[config.mk]
export PLATFORM = sky130hd
export DESIGN_NAME = door_step_sequencer
export DESIGN_NICKNAME = d
export VERILOG_FILES = /design/src/hw/rtl/dss_pkg.sv /design/src/hw/rtl/dss_table.sv /design/src/hw/rtl/dss_blink.sv /design/src/hw/rtl/door_step_sequencer.sv
export SDC_FILE = /design/constraint.sdc
export NUM_CORES = 1
export LEC_CHECK = 0
export BUFFER_PORTS_ARGS = -buffer_cell sky130_fd_sc_hd__buf_2
export CAP_MARGIN = 10
export CORE_ASPECT_RATIO = 1.5
export CORE_MARGIN = 5
export CORE_UTILIZATION = 43
export CTS_CLUSTER_DIAMETER = 50
export DETAILED_ROUTE_END_ITERATION = 6
export PLACE_DENSITY_LB_ADDON = 0.15
export SLEW_MARGIN = 20
export SYNTH_ARGS = -nofsm -noshare
export SYNTH_HDL_FRONTEND = slang
export SYNTH_SLANG_ARGS = --single-unit
[constraint.sdc]
create_clock -name aclk -period 3.35 [get_ports aclk]
set_input_delay 0.5025 -clock aclk [delete_from_list [all_inputs] [get_ports aclk]]
set_output_delay 0.5025 -clock aclk [all_outputs]
set_load 0.005 [all_outputs]
[src/hw/rtl/dss_pkg.sv]
`timescale 1ns / 1ps
`default_nettype none
// ----------------------------------------------------------------------------
// dss_pkg: shared types and constants of the door step sequencer
// Holds function codes, blink pattern constants and the command structs
// passed between the sequencer and its submodules.
// ----------------------------------------------------------------------------
package dss_pkg;

    typedef enum logic [2:0] {
        FUNC_TICK        = 3'd0,
        FUNC_OPEN        = 3'd1,
        FUNC_SHORT_ALERT = 3'd2,
        FUNC_LONG_ALERT  = 3'd3,
        FUNC_TABLE_WRITE = 3'd4
    } func_t;

    typedef enum logic {
        CFG_SLOW_OPEN  = 1'b0,
        CFG_SLOW_CLOSE = 1'b1
    } cfg_index_t;

    // Range of the table_addr field.
    localparam int unsigned ADDR_RANGE = 64;

    localparam logic [3:0] EDGE_MASK     = 4'hf;
    localparam logic [3:0] EDGE_PATTERN  = 4'h7;
    localparam logic [2:0] POST_RELOAD   = 3'd4;
    localparam logic [4:0] SHORT_ON      = 5'd10;
    localparam logic [4:0] LONG_ON       = 5'd20;
    localparam logic [2:0] SHORT_REPEATS = 3'd3;
    localparam logic [2:0] LONG_REPEATS  = 3'd5;
    localparam logic [4:0] BLINK_OFF     = 5'd5;
    localparam logic [2:0] SLOW_PHASE    = 3'd1;

    typedef struct packed {
        logic tick;
        logic start_short;
        logic start_long;
    } blink_cmd_t;

    typedef struct packed {
        logic [7:0] outputs;
        logic [7:0] dwell;
    } step_entry_t;

endpackage
`default_nettype wire

[src/hw/rtl/dss_table.sv]
`timescale 1ns / 1ps
`default_nettype none
// ----------------------------------------------------------------------------
// dss_table: step table memory
// One write port and one registered read port; a write to the address being
// read in the same cycle is forwarded to the read register.
// ----------------------------------------------------------------------------
module dss_table #(
    parameter int unsigned DEPTH = 64,
    parameter int unsigned IDX_W = 6
) (
    input  wire                      aclk,
    input  wire                      wr_en,
    input  wire [IDX_W-1:0]          wr_addr,
    input  dss_pkg::step_entry_t     wr_data,
    input  wire [IDX_W-1:0]          rd_addr,
    output dss_pkg::step_entry_t     rd_data
);

    dss_pkg::step_entry_t mem [DEPTH];
    dss_pkg::step_entry_t rd_data_reg;

    always_ff @(posedge aclk) begin
        if (wr_en) begin
            mem[wr_addr] <= wr_data;
        end
        if (wr_en && (wr_addr == rd_addr)) begin
            rd_data_reg <= wr_data;
        end else begin
            rd_data_reg <= mem[rd_addr];
        end
    end

    assign rd_data = rd_data_reg;

endmodule
`default_nettype wire

[src/hw/rtl/dss_blink.sv]
`timescale 1ns / 1ps
`default_nettype none
// ----------------------------------------------------------------------------
// dss_blink: alert blinker
// Runs the short or long on/off pattern a fixed number of times, one count
// per tick. The level output is the value after the current command.
// ----------------------------------------------------------------------------
module dss_blink (
    input  wire                  aclk,
    input  wire                  aresetn,
    input  dss_pkg::blink_cmd_t  cmd,
    output logic                 level_next
);

    logic       on_phase_reg, on_phase_next;
    logic [2:0] repeats_reg, repeats_next;
    logic [4:0] count_reg, count_next;
    logic [4:0] on_len_reg, on_len_next;
    logic       level_reg;
    logic [4:0] count_dec;

    always_comb begin
        on_phase_next = on_phase_reg;
        repeats_next  = repeats_reg;
        count_next    = count_reg;
        on_len_next   = on_len_reg;
        level_next    = level_reg;
        count_dec     = count_reg - 5'd1;

        if (cmd.start_short || cmd.start_long) begin
            on_phase_next = 1'b1;
            repeats_next  = cmd.start_long ? dss_pkg::LONG_REPEATS : dss_pkg::SHORT_REPEATS;
            on_len_next   = cmd.start_long ? dss_pkg::LONG_ON : dss_pkg::SHORT_ON;
            count_next    = on_len_next;
        end else if (cmd.tick && (repeats_reg != 3'd0)) begin
            count_next = count_dec;
            if (on_phase_reg) begin
                level_next = 1'b1;
                if (count_dec == 5'd0) begin
                    on_phase_next = 1'b0;
                    count_next    = dss_pkg::BLINK_OFF;
                end
            end else begin
                level_next = 1'b0;
                if (count_dec == 5'd0) begin
                    on_phase_next = 1'b1;
                    count_next    = on_len_reg;
                    repeats_next  = repeats_reg - 3'd1;
                end
            end
        end
    end

    always_ff @(posedge aclk) begin
        if (!aresetn) begin
            on_phase_reg <= 1'b0;
            repeats_reg  <= 3'd0;
            count_reg    <= 5'd0;
            on_len_reg   <= 5'd0;
            level_reg    <= 1'b0;
        end else begin
            on_phase_reg <= on_phase_next;
            repeats_reg  <= repeats_next;
            count_reg    <= count_next;
            on_len_reg   <= on_len_next;
            level_reg    <= level_next;
        end
    end

endmodule
`default_nettype wire

[src/hw/rtl/door_step_sequencer.sv]
`timescale 1ns / 1ps
`default_nettype none
// ----------------------------------------------------------------------------
// door_step_sequencer: tick-driven door step sequencer
// Steps through a loaded table of output bytes and dwell times, with limit
// switch debouncing, slow-speed pulsing and an alert blinker.
// ----------------------------------------------------------------------------
// The block takes one input word per clock and returns exactly one result
// word for it in the cycle after acceptance, from the output register. All
// of the state update is combinational between the state registers and
// that output register; the step table read is registered and always points
// at the current step, so a step load waits for no table read. Input is
// stalled only while the output register holds a word not yet taken.
module door_step_sequencer #(
    parameter int unsigned TABLE_DEPTH = 64
) (
    input  wire         aclk,
    input  wire         aresetn,
    input  wire         cfg_wr_en,
    input  wire         cfg_addr,
    input  wire  [7:0]  cfg_wdata,
    input  wire         s_tvalid,
    output logic        s_tready,
    // [2:0] func, [3] open_switch, [4] close_switch, [10:5] table_addr,
    // [18:11] table_outputs, [26:19] table_time, [31:27] zero
    input  wire  [31:0] s_tdata,
    output logic        m_tvalid,
    input  wire         m_tready,
    // [0] main_drive, [4:1] aux_drives, [5] alert_out, [6] door_running,
    // [7] report_opened, [8] report_closed, [15:9] zero
    output logic [15:0] m_tdata
);

    localparam int unsigned IDX_W = (TABLE_DEPTH > 1) ? $clog2(TABLE_DEPTH) : 1;

    // Input fields.
    logic [2:0] in_func;
    logic       in_osw, in_csw;
    logic [5:0] in_addr;
    logic [7:0] in_outputs, in_time;
    logic       in_acc;

    assign in_func    = s_tdata[2:0];
    assign in_osw     = s_tdata[3];
    assign in_csw     = s_tdata[4];
    assign in_addr    = s_tdata[10:5];
    assign in_outputs = s_tdata[18:11];
    assign in_time    = s_tdata[26:19];

    // Configuration registers.
    logic [7:0] slow_open_reg, slow_close_reg;

    always_ff @(posedge aclk) begin
        if (!aresetn) begin
            slow_open_reg  <= 8'd0;
            slow_close_reg <= 8'd0;
        end else if (cfg_wr_en) begin
            case (dss_pkg::cfg_index_t'(cfg_addr))
                dss_pkg::CFG_SLOW_OPEN:  slow_open_reg  <= cfg_wdata;
                dss_pkg::CFG_SLOW_CLOSE: slow_close_reg <= cfg_wdata;
                default: ;
            endcase
        end
    end

    // Table addresses wrap modulo the table depth; precomputed per address.
    logic [IDX_W-1:0] addr_wrap [dss_pkg::ADDR_RANGE];

    for (genvar g = 0; g < dss_pkg::ADDR_RANGE; g++) begin : g_wrap
        assign addr_wrap[g] = IDX_W'(g % TABLE_DEPTH);
    end

    // Sequencer state.
    logic             running_reg, running_next;
    logic [IDX_W-1:0] step_reg, step_next;
    logic [7:0]       dwell_reg, dwell_next;
    logic [2:0]       prescale_reg, prescale_next;
    logic [7:0]       open_hist_reg, open_hist_next;
    logic [7:0]       close_hist_reg, close_hist_next;
    logic [7:0]       slow_reg, slow_next;
    logic             limits_reg, limits_next;
    logic             reverse_reg, reverse_next;
    logic [4:0]       drive_reg, drive_next;
    logic             rep_opened, rep_closed;
    logic [7:0]       slow_dec;

    dss_pkg::step_entry_t cur_entry;
    dss_pkg::step_entry_t wr_entry;
    dss_pkg::blink_cmd_t  blink_cmd;
    logic                 tbl_wr_en;
    logic                 blink_level;

    assign wr_entry.outputs = in_outputs;
    assign wr_entry.dwell   = in_time;
    assign tbl_wr_en = in_acc && (in_func == dss_pkg::FUNC_TABLE_WRITE);

    assign blink_cmd.tick        = in_acc && (in_func == dss_pkg::FUNC_TICK);
    assign blink_cmd.start_short = in_acc && (in_func == dss_pkg::FUNC_SHORT_ALERT);
    assign blink_cmd.start_long  = in_acc && (in_func == dss_pkg::FUNC_LONG_ALERT);

    always_comb begin
        running_next    = running_reg;
        step_next       = step_reg;
        dwell_next      = dwell_reg;
        prescale_next   = prescale_reg;
        open_hist_next  = open_hist_reg;
        close_hist_next = close_hist_reg;
        slow_next       = slow_reg;
        limits_next     = limits_reg;
        reverse_next    = reverse_reg;
        drive_next      = drive_reg;
        rep_opened      = 1'b0;
        rep_closed      = 1'b0;
        slow_dec        = slow_reg - 8'd1;

        if (in_acc) begin
            case (dss_pkg::func_t'(in_func))
                dss_pkg::FUNC_TICK: begin
                    open_hist_next  = {open_hist_reg[6:0], in_osw};
                    close_hist_next = {close_hist_reg[6:0], in_csw};

                    // Slow speed: aux drive bit 1 pulses once every eight ticks.
                    if (slow_reg != 8'd0) begin
                        slow_next     = slow_dec;
                        drive_next[2] = (slow_dec[2:0] == dss_pkg::SLOW_PHASE);
                    end
                    if (((open_hist_next[3:0] & dss_pkg::EDGE_MASK) == dss_pkg::EDGE_PATTERN)
                            && limits_reg) begin
                        dwell_next = 8'd0;
                        slow_next  = slow_open_reg;
                    end
                    if (((close_hist_next[3:0] & dss_pkg::EDGE_MASK) == dss_pkg::EDGE_PATTERN)
                            && limits_reg) begin
                        dwell_next = 8'd0;
                        slow_next  = slow_close_reg;
                    end

                    if (prescale_reg == 3'd0) begin
                        prescale_next = dss_pkg::POST_RELOAD;
                        if (!running_reg) begin
                            step_next  = '0;
                            dwell_next = 8'd0;
                        end else if (dwell_next == 8'd0) begin
                            dwell_next = cur_entry.dwell;
                            if (cur_entry.dwell == 8'd0) begin
                                running_next = 1'b0;
                            end
                            step_next = (step_reg == IDX_W'(TABLE_DEPTH - 1))
                                        ? '0 : step_reg + 1'b1;
                            drive_next   = {cur_entry.outputs[6:3], cur_entry.outputs[0]};
                            limits_next  = cur_entry.outputs[2];
                            reverse_next = cur_entry.outputs[7];
                            rep_closed   = cur_entry.outputs[1];
                        end else begin
                            dwell_next = dwell_next - 8'd1;
                        end
                    end else begin
                        prescale_next = prescale_reg - 3'd1;
                    end
                end
                dss_pkg::FUNC_OPEN: begin
                    if (!running_reg) begin
                        running_next    = 1'b1;
                        open_hist_next  = {7'd0, in_osw};
                        close_hist_next = {7'd0, in_csw};
                        rep_opened      = 1'b1;
                    end else if (reverse_reg) begin
                        dwell_next = 8'd0;
                    end
                end
                default: ;
            endcase
        end
    end

    always_ff @(posedge aclk) begin
        if (!aresetn) begin
            running_reg    <= 1'b0;
            step_reg       <= '0;
            dwell_reg      <= 8'd0;
            prescale_reg   <= 3'd0;
            open_hist_reg  <= 8'd0;
            close_hist_reg <= 8'd0;
            slow_reg       <= 8'd0;
            limits_reg     <= 1'b0;
            reverse_reg    <= 1'b0;
            drive_reg      <= 5'd0;
        end else begin
            running_reg    <= running_next;
            step_reg       <= step_next;
            dwell_reg      <= dwell_next;
            prescale_reg   <= prescale_next;
            open_hist_reg  <= open_hist_next;
            close_hist_reg <= close_hist_next;
            slow_reg       <= slow_next;
            limits_reg     <= limits_next;
            reverse_reg    <= reverse_next;
            drive_reg      <= drive_next;
        end
    end

    // The read address follows the next step so the entry is ready next cycle.
    dss_table #(
        .DEPTH (TABLE_DEPTH),
        .IDX_W (IDX_W)
    ) u_table (
        .aclk    (aclk),
        .wr_en   (tbl_wr_en),
        .wr_addr (addr_wrap[in_addr]),
        .wr_data (wr_entry),
        .rd_addr (step_next),
        .rd_data (cur_entry)
    );

    dss_blink u_blink (
        .aclk       (aclk),
        .aresetn    (aresetn),
        .cmd        (blink_cmd),
        .level_next (blink_level)
    );

    // Output register.
    logic        m_tvalid_reg;
    logic [15:0] m_tdata_reg;

    assign s_tready = !m_tvalid_reg || m_tready;
    assign in_acc   = s_tvalid && s_tready;

    always_ff @(posedge aclk) begin
        if (!aresetn) begin
            m_tvalid_reg <= 1'b0;
        end else if (in_acc) begin
            m_tvalid_reg <= 1'b1;
        end else if (m_tready) begin
            m_tvalid_reg <= 1'b0;
        end
    end

    always_ff @(posedge aclk) begin
        if (in_acc) begin
            m_tdata_reg <= {7'd0, rep_closed, rep_opened, running_next, blink_level,
                            drive_next};
        end
    end

    assign m_tvalid = m_tvalid_reg;
    assign m_tdata  = m_tdata_reg;

endmodule
`default_nettype wire

==> results.sh, run 1 <==
export IMPL_hold_ws_ps=61.6
export IMPL_core_um2=99900
export IMPL_min_to="slow_open_reg[6]$_SDFFE_PN0P_"
export IMPL_chipHeight_um=398
export IMPL_cts_root_buf="clkbuf_16"
export IMPL_placed_area_um2=46600
export IMPL_required_ps=3770
export IMPL_ys_types=59
export IMPL_hold_start="cfg_wdata[6]"
export IMPL_grt_ovfl_total=0
export IMPL_worstSkewPairLatency_ps=700
export IMPL_vias=21600
export IMPL_drt_pre_antenna_iters=7
export IMPL_synth_seq_area_share_pct=75.2
export IMPL_grt_pass1_wl_mm=159
export IMPL_slew_headroom_pct=29.6
export IMPL_clockBufferDepth=3
export IMPL_vias_per_cell=5.78
export IMPL_synth_top_cell_by_area="edfxtp_1"
export IMPL_synth_ff_latch_count=1107
export IMPL_maxCapViolations=0
export IMPL_fillCellCount=8007
export IMPL_period_minus_slack_ps=3250
export IMPL_drive_gt1_share_pct=30.5
export IMPL_largest_reg_flops=1024
export IMPL_status="complete, no violations"
export IMPL_dr_max_layer_used="met5"
export IMPL_path_max_fanout=10
export IMPL_critPathMaxStageDelay_ps=530
export IMPL_reg2reg_depth=10
export IMPL_hp_class="input port to register"
export IMPL_drt_first_iter_violations=1887
export IMPL_cts_htree_levels=3
export IMPL_utilization_pct=50.2
export IMPL_hold_viol_final=0
export IMPL_ios=64
export IMPL_crit_path_end_kind="register"
export IMPL_route_met2_wl_mm=57.6
export IMPL_r2r_slack_ps=100
export IMPL_rsz0062_at_grt="no"
export IMPL_final_area_um2=50100
export IMPL_p_per_area_nw_per_um2=543
export IMPL_regToRegEndpoint="m_tdata[6]$_DFFE_PP_"
export IMPL_clock_skew_ps=32.8
export IMPL_wl_mm=110
export IMPL_cp_cell_sequence="buf_12 > mux4_2 > mux4_2 > a22o_1 > a211oi_1 > buf_4 > nand3_1 > nor4_2 > buf_4 > a21oi_1"
export IMPL_ant_nets=0
export IMPL_async_reset_ff_share_pct=0
export IMPL_dp_hpwl_mm=68.5
export IMPL_yosysWarnings=0
export IMPL_synth_avg_cell_area_um2=20.6
export IMPL_critPathKind="register to register"
export IMPL_synth_edf_count=1033
export IMPL_synth_cell_area_um2=43200
export IMPL_grt_max_degree=65
export IMPL_tightestPinTransition_ps=1060
export IMPL_synthCells=2101
export IMPL_p_leak_nw=15.5
export IMPL_whs_path_depth=3
export IMPL_path_clk_slew_ps=60
export IMPL_wl_met3_mm=5.62
export IMPL_post_route_period_util_pct=97.1
export IMPL_synth_main_ff_cell="edfxtp_1"
export IMPL_gp_congestion=0.806
export IMPL_mostFrequentLayoutCells="edfxtp_1, mux4_2, buf_4"
export IMPL_initial_core_util_pct=43.3
export IMPL_fp_dieW_um=269
export IMPL_die_area_um2=107000
export IMPL_rows=142
export IMPL_drc=0
export IMPL_wl_met1_mm=43.7
export IMPL_grt_pass1_vias=22500
export IMPL_arrival_ps=3670
export IMPL_cts_tree="done"
export IMPL_yosysTopAreaCellShare_pct=71.8
export IMPL_cts_buffers=106
export IMPL_grt_antenna_before_repair=10
export IMPL_critPathSlowestCell="mux4_2"
export IMPL_syn_to_final_growth_pct=16.0
export IMPL_synthTopCellsByArea="edfxtp_1, mux4_2, dfxtp_1"
export IMPL_avgRoutedWirePerCell_um=29.4
export IMPL_max_freq_mhz=307
export IMPL_peakVddDrop_uv=349
export IMPL_track_usage_pct=20.6
export IMPL_setup_viol=0
export IMPL_final_common_cell="edfxtp_1"
export IMPL_io_buffer_count=51
export IMPL_slew_viol_final=0
export IMPL_cts_sinks=1107
export IMPL_start_kind="register"
export IMPL_nNetsFinal=2401
==> routing by layer <==
metal  vias up  track usage (%)
met5         -                0
met4         4             6.07
met3       140             3.17
met2       628             35.9
met1     11700             26.9
li1       9166                -
==> Yosys cell counts, types with 9 or more instances <==
cell and n:
edfxtp_1 1033, mux4_2 305, nor2_1 114, nand2_1 85, dfxtp_1 74, a21oi_1 66
clkbuf_1 55, nand3_1 41, mux2i_1 35, buf_2 30, o21ai_0 24, a211oi_1 19
and2_1 18, buf_4 17, inv_1 17, a22oi_1 16, nor3_1 14, nor2b_1 10
buf_1 9, ha_1 9, xnor2_1 9
==> power breakdown <==
part / switching (mW) / total, mW / internal [mW]
Sequential: 0.0170 / 15.1 / 15.1
Combinational: 0.343 / 0.447 / 0.105
Clock: 5.11 / 11.6 / 6.52
Total: 5.47 / 27.2 / 21.7
==> how the worst max path moves through the flow <==
stage                     cells after the start  slack, ps                   end      from
final                                        10        100  m_tdata[6]$_DFFE_PP_  register
after global routing                         10          8  m_tdata[6]$_DFFE_PP_  register
after CTS                                    10         70  m_tdata[6]$_DFFE_PP_  register
after detailed placement                     11       -0.7  m_tdata[6]$_DFFE_PP_  register
after global placement                       11         30  m_tdata[6]$_DFFE_PP_  register
after floorplan                              12        450  m_tdata[6]$_DFFE_PP_  register
==> critical path: cells and delay by family (launching register included) <==
kind | cells | cell delay, ps
buffers and inverters | 3 | 520
DFF | 1 | 400
muxes | 2 | 1050
AOI/OAI and AO/OA | 3 | 730
and+or+nand+nor | 2 | 260
==> logic make-up after synthesis <==
logic type | count (synthesis) | synth area share [%]
other | 1 | 0.00868
multiplexers | 345 | 16.8
flip-flops | 1107 | 75.2
AO/OA/AOI/OAI | 170 | 2.46
buffers and inverters | 136 | 1.50
adder cells (fa/ha/maj) | 9 | 0.261
XOR/XNOR | 12 | 0.243
AND/OR/NAND/NOR | 321 | 3.44
==> layout make-up <==
class / instances / area [µm²] / share of cell area, %
Antenna cell: 3 / 7.51 / 0.0150
Clock buffer: 142 / 2870 / 5.74
Clock inverter: 56 / 492 / 0.982
Inverter: 20 / 75.1 / 0.150
Multi-Input combinational cell: 864 / 10100 / 20.2
Sequential cell: 1107 / 32500 / 64.9
Tap cell: 1296 / 1620 / 3.24
Timing Repair Buffer: 247 / 2380 / 4.76
==> timing repair <==
item                       in CTS  in global routing
hold buffers                    2                  0
buffers inserted                0                  0
gates cloned                    0                  1
setup endpoints to repair       1                  1
pin swaps                       0                  1
hold endpoints to repair        2                  0
resized for setup               1                  3
==> per-stage QoR <==
stage | power [mW] | setup TNS [ps] | cells | setup slack, ps
final | 27.2 | 0 | 3735 | 97.8
after global routing | 28.1 | 0 | 3732 | 7.98
after CTS | 27.5 | 0 | 3731 | 72.9
after detailed placement | 15.9 | -0.726 | 3531 | -0.726
after global placement | 15.9 | 0 | 3531 | 27.9
after floorplan | 15.6 | 0 | 2107 | 451
Power figures use the tool's default switching activity.
==> run 2: changes to the inputs <==
--- a/config.mk
+++ b/config.mk
@@ -13,6 +13,7 @@
 export CTS_CLUSTER_DIAMETER = 50
 export DETAILED_ROUTE_END_ITERATION = 6
 export PLACE_DENSITY_LB_ADDON = 0.15
+export SETUP_SLACK_MARGIN = 0.5
 export SLEW_MARGIN = 20
 export SYNTH_ARGS = -nofsm -noshare
 export SYNTH_HDL_FRONTEND = slang
==> run 2 against run 1 <==
  * Clock skew decreased by 8.0 ps
  * Critical path type unchanged
  * Design area is 3.0% higher
  * Largest power group unchanged
  * Clock power rose by 9%
  * Sequential share of layout area fell by 1.9 points
  * Non-clock buffer count rose by 74
  * Global-route usage rose by 0.52 points
  * Worst setup slack better by 99 ps
  * Wire length increased by 3.6%
  * Largest cell class unchanged
  * Highest routed layer unchanged
  * Count of clock-buffer cells in the layout fell by 17
  * Hold slack got worse by 1.7 ps
==> results.sh, run 2 (synthesis results as in run 1) <==
export IMPL_track_usage_pct=21.1
export IMPL_clockPowerShare_pct=44.9
export IMPL_die_area_um2=107000
export IMPL_path_max_fanout=8
export IMPL_wl_mm=114
export IMPL_rsz0062_at_grt="yes"
export IMPL_vias=22000
export IMPL_slew_viol_final=0
export IMPL_post_route_period_util_pct=94.1
export IMPL_cts_root_buf="clkbuf_16"
export IMPL_layout_setup_ws_ps=197
export IMPL_dpl_cell_count=3535
export IMPL_grt_max_degree=65
export IMPL_hold_ws_ps=59.8
export IMPL_p_int_mw=22.7
export IMPL_endpoint="drive_reg[3]$_SDFF_PN0_"
export IMPL_initial_core_util_pct=43.3
export IMPL_start_kind="register"
export IMPL_power_switching_mw=5.62
export IMPL_p_seq_share_pct=53.5
export IMPL_arrival_ps=3740
export IMPL_max_freq_mhz=317
export IMPL_utilization_pct=51.7
export IMPL_final_area_um2=51600
export IMPL_cts_tree="done"
export IMPL_cts_htree_levels=3
export IMPL_power_mw=28.3
export IMPL_reg2reg_depth=9
export IMPL_status="complete, no violations"
export IMPL_path_clk_slew_ps=60
export IMPL_period_minus_slack_ps=3150
export IMPL_worstSkewPairLatency_ps=710
export IMPL_instances_no_fill=3811
export IMPL_drt_first_iter_violations=1820
export IMPL_pre_cts_ws_ps=91.5
export IMPL_chipHeight_um=398
export IMPL_fp_dieW_um=269
export IMPL_critPathKind="register to register"
export IMPL_p_leak_nw=16.2
export IMPL_maxCapViolations=0
export IMPL_sw_frac_of_total_pct=19.9
export IMPL_largest_reg_flops=1024
export IMPL_hold_viol_final=0
export IMPL_placed_area_um2=46700
export IMPL_p_per_area_nw_per_um2=549
export IMPL_fillCellCount=7913
export IMPL_slew_headroom_pct=30.1
export IMPL_required_ps=3940
export IMPL_combPwrFrac_pct=1.7
export IMPL_hp_class="input port to register"
export IMPL_ios=64
export IMPL_io_buffer_count=51
export IMPL_mostFrequentLayoutCells="edfxtp_1, mux4_2, buf_4"
export IMPL_clock_skew_ps=24.8
export IMPL_vias_per_cell=5.76
export IMPL_drive_gt1_share_pct=34.2
export IMPL_peakVddDrop_uv=443
export IMPL_grt_ovfl_total=0
export IMPL_setup_viol=0
export IMPL_r2r_slack_ps=200
export IMPL_avgRoutedWirePerCell_um=29.9
export IMPL_drt_pre_antenna_iters=6
export IMPL_core_um2=99900
export IMPL_cts_buffers=107
export IMPL_ant_nets=0
export IMPL_final_common_cell="edfxtp_1"
export IMPL_grt_pass1_vias=22700
export IMPL_gp_congestion=0.851
export IMPL_dp_hpwl_mm=71.3
export IMPL_crit_path_end_kind="register"
export IMPL_tightestPinTransition_ps=1050
export IMPL_drc=0
export IMPL_setup_tns_ps=0
export IMPL_syn_to_final_growth_pct=19.4
export IMPL_grt_pass1_wl_mm=162
export IMPL_nNetsFinal=2476
export IMPL_regToRegEndpoint="drive_reg[3]$_SDFF_PN0_"
export IMPL_clockBufferDepth=3
export IMPL_grt_antenna_before_repair=7
export IMPL_rows=142
export IMPL_cts_sinks=1107
[run 2: worst min path at each step]
| stage | start | end | depth (start not counted) |
|---|---|---|---|
| 2_1_floorplan | close_hist_reg[2]$_SDFFE_PN0P_ | close_hist_reg[2]$_SDFFE_PN0P_ | 2 |
| 3_3_place_gp | close_hist_reg[2]$_SDFFE_PN0P_ | close_hist_reg[2]$_SDFFE_PN0P_ | 2 |
| 3_5_place_dp | close_hist_reg[2]$_SDFFE_PN0P_ | close_hist_reg[2]$_SDFFE_PN0P_ | 2 |
| 4_1_cts | cfg_wdata[2] | slow_open_reg[2]$_SDFFE_PN0P_ | 3 |
| 5_1_grt | cfg_wdata[2] | slow_open_reg[2]$_SDFFE_PN0P_ | 3 |
| 6_report | cfg_wdata[2] | slow_open_reg[2]$_SDFFE_PN0P_ | 3 |
[run 2: layer usage]
metal  global-route usage (%)  vias up  share of wire, %
met1                     27.1    11900                39
met5                        0        -             0.011
met4                     5.22        2               1.9
met3                     2.95      133               4.8
met2                     38.1      595                54
li1                         -     9334                 -
[run 2: power by group through the flow]
stage / sequential [mW] / combinational, mW / clock, mW
finish: 15.1 / 0.475 / 12.7
global route: 15.1 / 0.515 / 13.5
CTS: 15.1 / 0.465 / 13.0
detailed placement: 15.4 / 0.459 / 0
global placement: 15.4 / 0.435 / 0
floorplan: 15.4 / 0.137 / 0
[run 2: area by class of cell]
class | count | area (µm²) | share of cell area, %
Sequential cell | 1107 | 32500 | 63.0
Multi-Input combinational cell | 864 | 10300 | 20.0
Timing Repair Buffer | 321 | 3340 | 6.48
Clock buffer | 125 | 2830 | 5.48
Tap cell | 1296 | 1620 | 3.14
Inverter | 20 | 75.1 | 0.146
Clock inverter | 75 | 888 | 1.72
Antenna cell | 3 | 7.51 | 0.0146
[run 2: worst max-delay path, stage by stage (launching register included)]
cell and delay [ps]:
dfxtp_4 390, buf_6 150, buf_12 150, buf_16 140, buf_12 140, mux4_2 500
mux4_2 580, mux4_2 530, mux2_2 290, and2_1 150
[run 2: what timing repair did]
item	CTS	global route
gates cloned	4	9
setup buffers	11	49
endpoints found under the hold margin	0	0
gates resized for setup	20	61
hold buffers	0	0
endpoints found under the setup margin	20	161
pin swaps	2	14
==> run 3: changes to the inputs <==
--- a/config.mk
+++ b/config.mk
@@ -9,7 +9,7 @@
 export CAP_MARGIN = 10
 export CORE_ASPECT_RATIO = 1.5
 export CORE_MARGIN = 5
-export CORE_UTILIZATION = 43
+export CORE_UTILIZATION = 60
 export CTS_CLUSTER_DIAMETER = 50
 export DETAILED_ROUTE_END_ITERATION = 6
 export PLACE_DENSITY_LB_ADDON = 0.15
==> run 3 against run 2 <==
  * First-iteration DRC count increased by 53%
  * Fmax increased by 1.8%
  * Hold slack improved by 46 ps
  * Count of clock-buffer cells in the layout decreased by 7
  * Clock skew decreased by 0.94 ps
  * Critical endpoint is now drive_reg[4]$_SDFF_PN0_
==> results.sh, run 3 (synthesis results as in run 1) <==
export IMPL_status="complete, no violations"
export IMPL_critPathKind="register to register"
export IMPL_track_usage_pct=27.3
export IMPL_power_switching_mw=5.25
export IMPL_dpl_cell_count=3116
export IMPL_p_per_area_nw_per_um2=547
export IMPL_peakVddDrop_uv=413
export IMPL_setup_tns_ps=0
export IMPL_required_ps=3900
export IMPL_chipHeight_um=339
export IMPL_period_minus_slack_ps=3100
export IMPL_crit_family="multiplexers"
export IMPL_cts_hold_buf=0
export IMPL_rows=120
export IMPL_post_route_period_util_pct=92.5
export IMPL_largest_reg_flops=1024
export IMPL_clockPowerShare_pct=43.0
export IMPL_fillCellCount=4331
export IMPL_crit_path_end_kind="register"
export IMPL_ant_nets=0
export IMPL_critPathMaxStageDelay_ps=580
export IMPL_drt_pre_antenna_iters=5
export IMPL_core_um2=71500
export IMPL_max_freq_mhz=323
export IMPL_path_max_fanout=5
export IMPL_clockBufferDepth=3
export IMPL_p_seq_share_pct=55.4
export IMPL_slew_headroom_pct=27.5
export IMPL_cts_buffers=98
export IMPL_cts_root_buf="clkbuf_16"
export IMPL_gp_congestion=0.877
export IMPL_start_kind="register"
export IMPL_avgRoutedWirePerCell_um=31.6
export IMPL_cp_cell_sequence="buf_12 > buf_16 > buf_12 > buf_6 > mux4_2 > mux4_2 > mux4_2 > mux2_4 > and2_1"
export IMPL_drt_first_iter_violations=2777
export IMPL_vias=22200
export IMPL_grt_pass1_wl_mm=154
export IMPL_mostFrequentLayoutCells="edfxtp_1, mux4_2, buf_4"
export IMPL_combPwrFrac_pct=1.6
export IMPL_tightestPinTransition_ps=1090
export IMPL_cts_sinks=1107
export IMPL_instances_no_fill=3354
export IMPL_p_int_mw=22.1
export IMPL_worstSkewPairLatency_ps=660
export IMPL_slew_viol_final=0
export IMPL_die_area_um2=77600
export IMPL_cts_tree="done"
export IMPL_sw_frac_of_total_pct=19.2
export IMPL_drc=0
export IMPL_wl_mm=106
export IMPL_grt_max_degree=65
export IMPL_setup_viol=0
export IMPL_vias_per_cell=6.62
export IMPL_hold_viol_final=0
export IMPL_io_buffer_count=51
export IMPL_nNetsFinal=2411
export IMPL_initial_core_util_pct=60.4
export IMPL_regArea_um2=32500
export IMPL_hold_ws_ps=106
export IMPL_cts_htree_levels=3
export IMPL_p_leak_nw=15.7
export IMPL_utilization_pct=69.9
export IMPL_ios=64
export IMPL_maxCapViolations=0
export IMPL_dp_hpwl_mm=62.4
export IMPL_grt_ovfl_total=0
export IMPL_fp_dieW_um=229
export IMPL_crit_top_cell="mux4_2"
export IMPL_syn_to_final_growth_pct=15.7
export IMPL_path_clk_slew_ps=70
export IMPL_path_buf_inv=4
export IMPL_grt_antenna_before_repair=5
export IMPL_multi_input_area_um2=10300
export IMPL_critPathSlowestCell="mux4_2"
export IMPL_final_common_cell="edfxtp_1"
export IMPL_rsz0062_at_grt="yes"
export IMPL_drive_gt1_share_pct=31.8
export IMPL_hp_class="input port to register"
export IMPL_arrival_ps=3650
export IMPL_grt_pass1_vias=22700
export IMPL_clock_skew_ps=23.9
[run 3: changes by cell type in the layout (fill, tap and decap cells not counted), sizes merged]
| cell | delta |
|---|---|
| buf | -49 |
| clkinvlp | -4 |
| inv | -3 |
| bufinv | -3 |
| clkbuf | -14 |
| diode | -1 |
| clkinv | -2 |
[run 3: path summary, 6_finish.rpt]
kind,slack (ps),from,end,depth (start not counted)
max,250,register,drive_reg[4]$_SDFF_PN0_,9
min,110,cfg_wdata[6],slow_open_reg[6]$_SDFFE_PN0P_,3
max reg2reg,250,register,drive_reg[4]$_SDFF_PN0_,9
min reg2reg,470,slow_open_reg[4]$_SDFFE_PN0P_,slow_open_reg[4]$_SDFFE_PN0P_,2
[run 3: cell type report]
class / count / area share, %
sequential: 1107 / 65.1
multi-input combinational: 864 / 20.5
clock buffer: 118 / 5.37
timing repair buffer: 265 / 5.15
tap: 915 / 2.29
clock inverter: 63 / 1.41
inverter: 20 / 0.150
antenna: 2 / 0.0100
[run 3: repair_timing]
item | CTS | global route
buffers inserted | 22 | 25
pin swaps | 5 | 9
resized for setup | 38 | 27
cloned | 7 | 1
endpoints found under the setup margin | 18 | 21
[run 3: through the flow]
step	power (mW)	area, µm²	worst slack [ps]
final	27.3	50000	252
after global placement	15.8	45600	66.5
after floorplan	15.6	43200	489
after detailed placement	15.9	45600	112
after CTS	27.5	49500	265
after global routing	28.1	50000	209
[run 3: power by group through the flow]
| stage | registers (mW) | logic, mW | clock network, mW |
|---|---|---|---|
| after floorplan | 15.4 | 0.137 | 0 |
| after global placement | 15.4 | 0.389 | 0 |
| after detailed placement | 15.4 | 0.417 | 0 |
| after CTS | 15.1 | 0.426 | 11.9 |
| after global routing | 15.1 | 0.470 | 12.5 |
| final | 15.1 | 0.438 | 11.8 |
[run 3: routing by layer]
layer | track usage (%) | part of all wire (%)
met5 | 0 | 0
met3 | 4.01 | 8.0
met4 | 10.4 | 4.3
met1 | 36.3 | 36
met2 | 46.7 | 52
[run 3: tightest hold or removal path: cells and delay by family]
| kind | cells | cell delay (ps) |
|---|---|---|
| AOI/OAI and AO/OA | 1 | 50 |
| buffers and inverters | 1 | 110 |
| and+or+nand+nor | 1 | 50 |
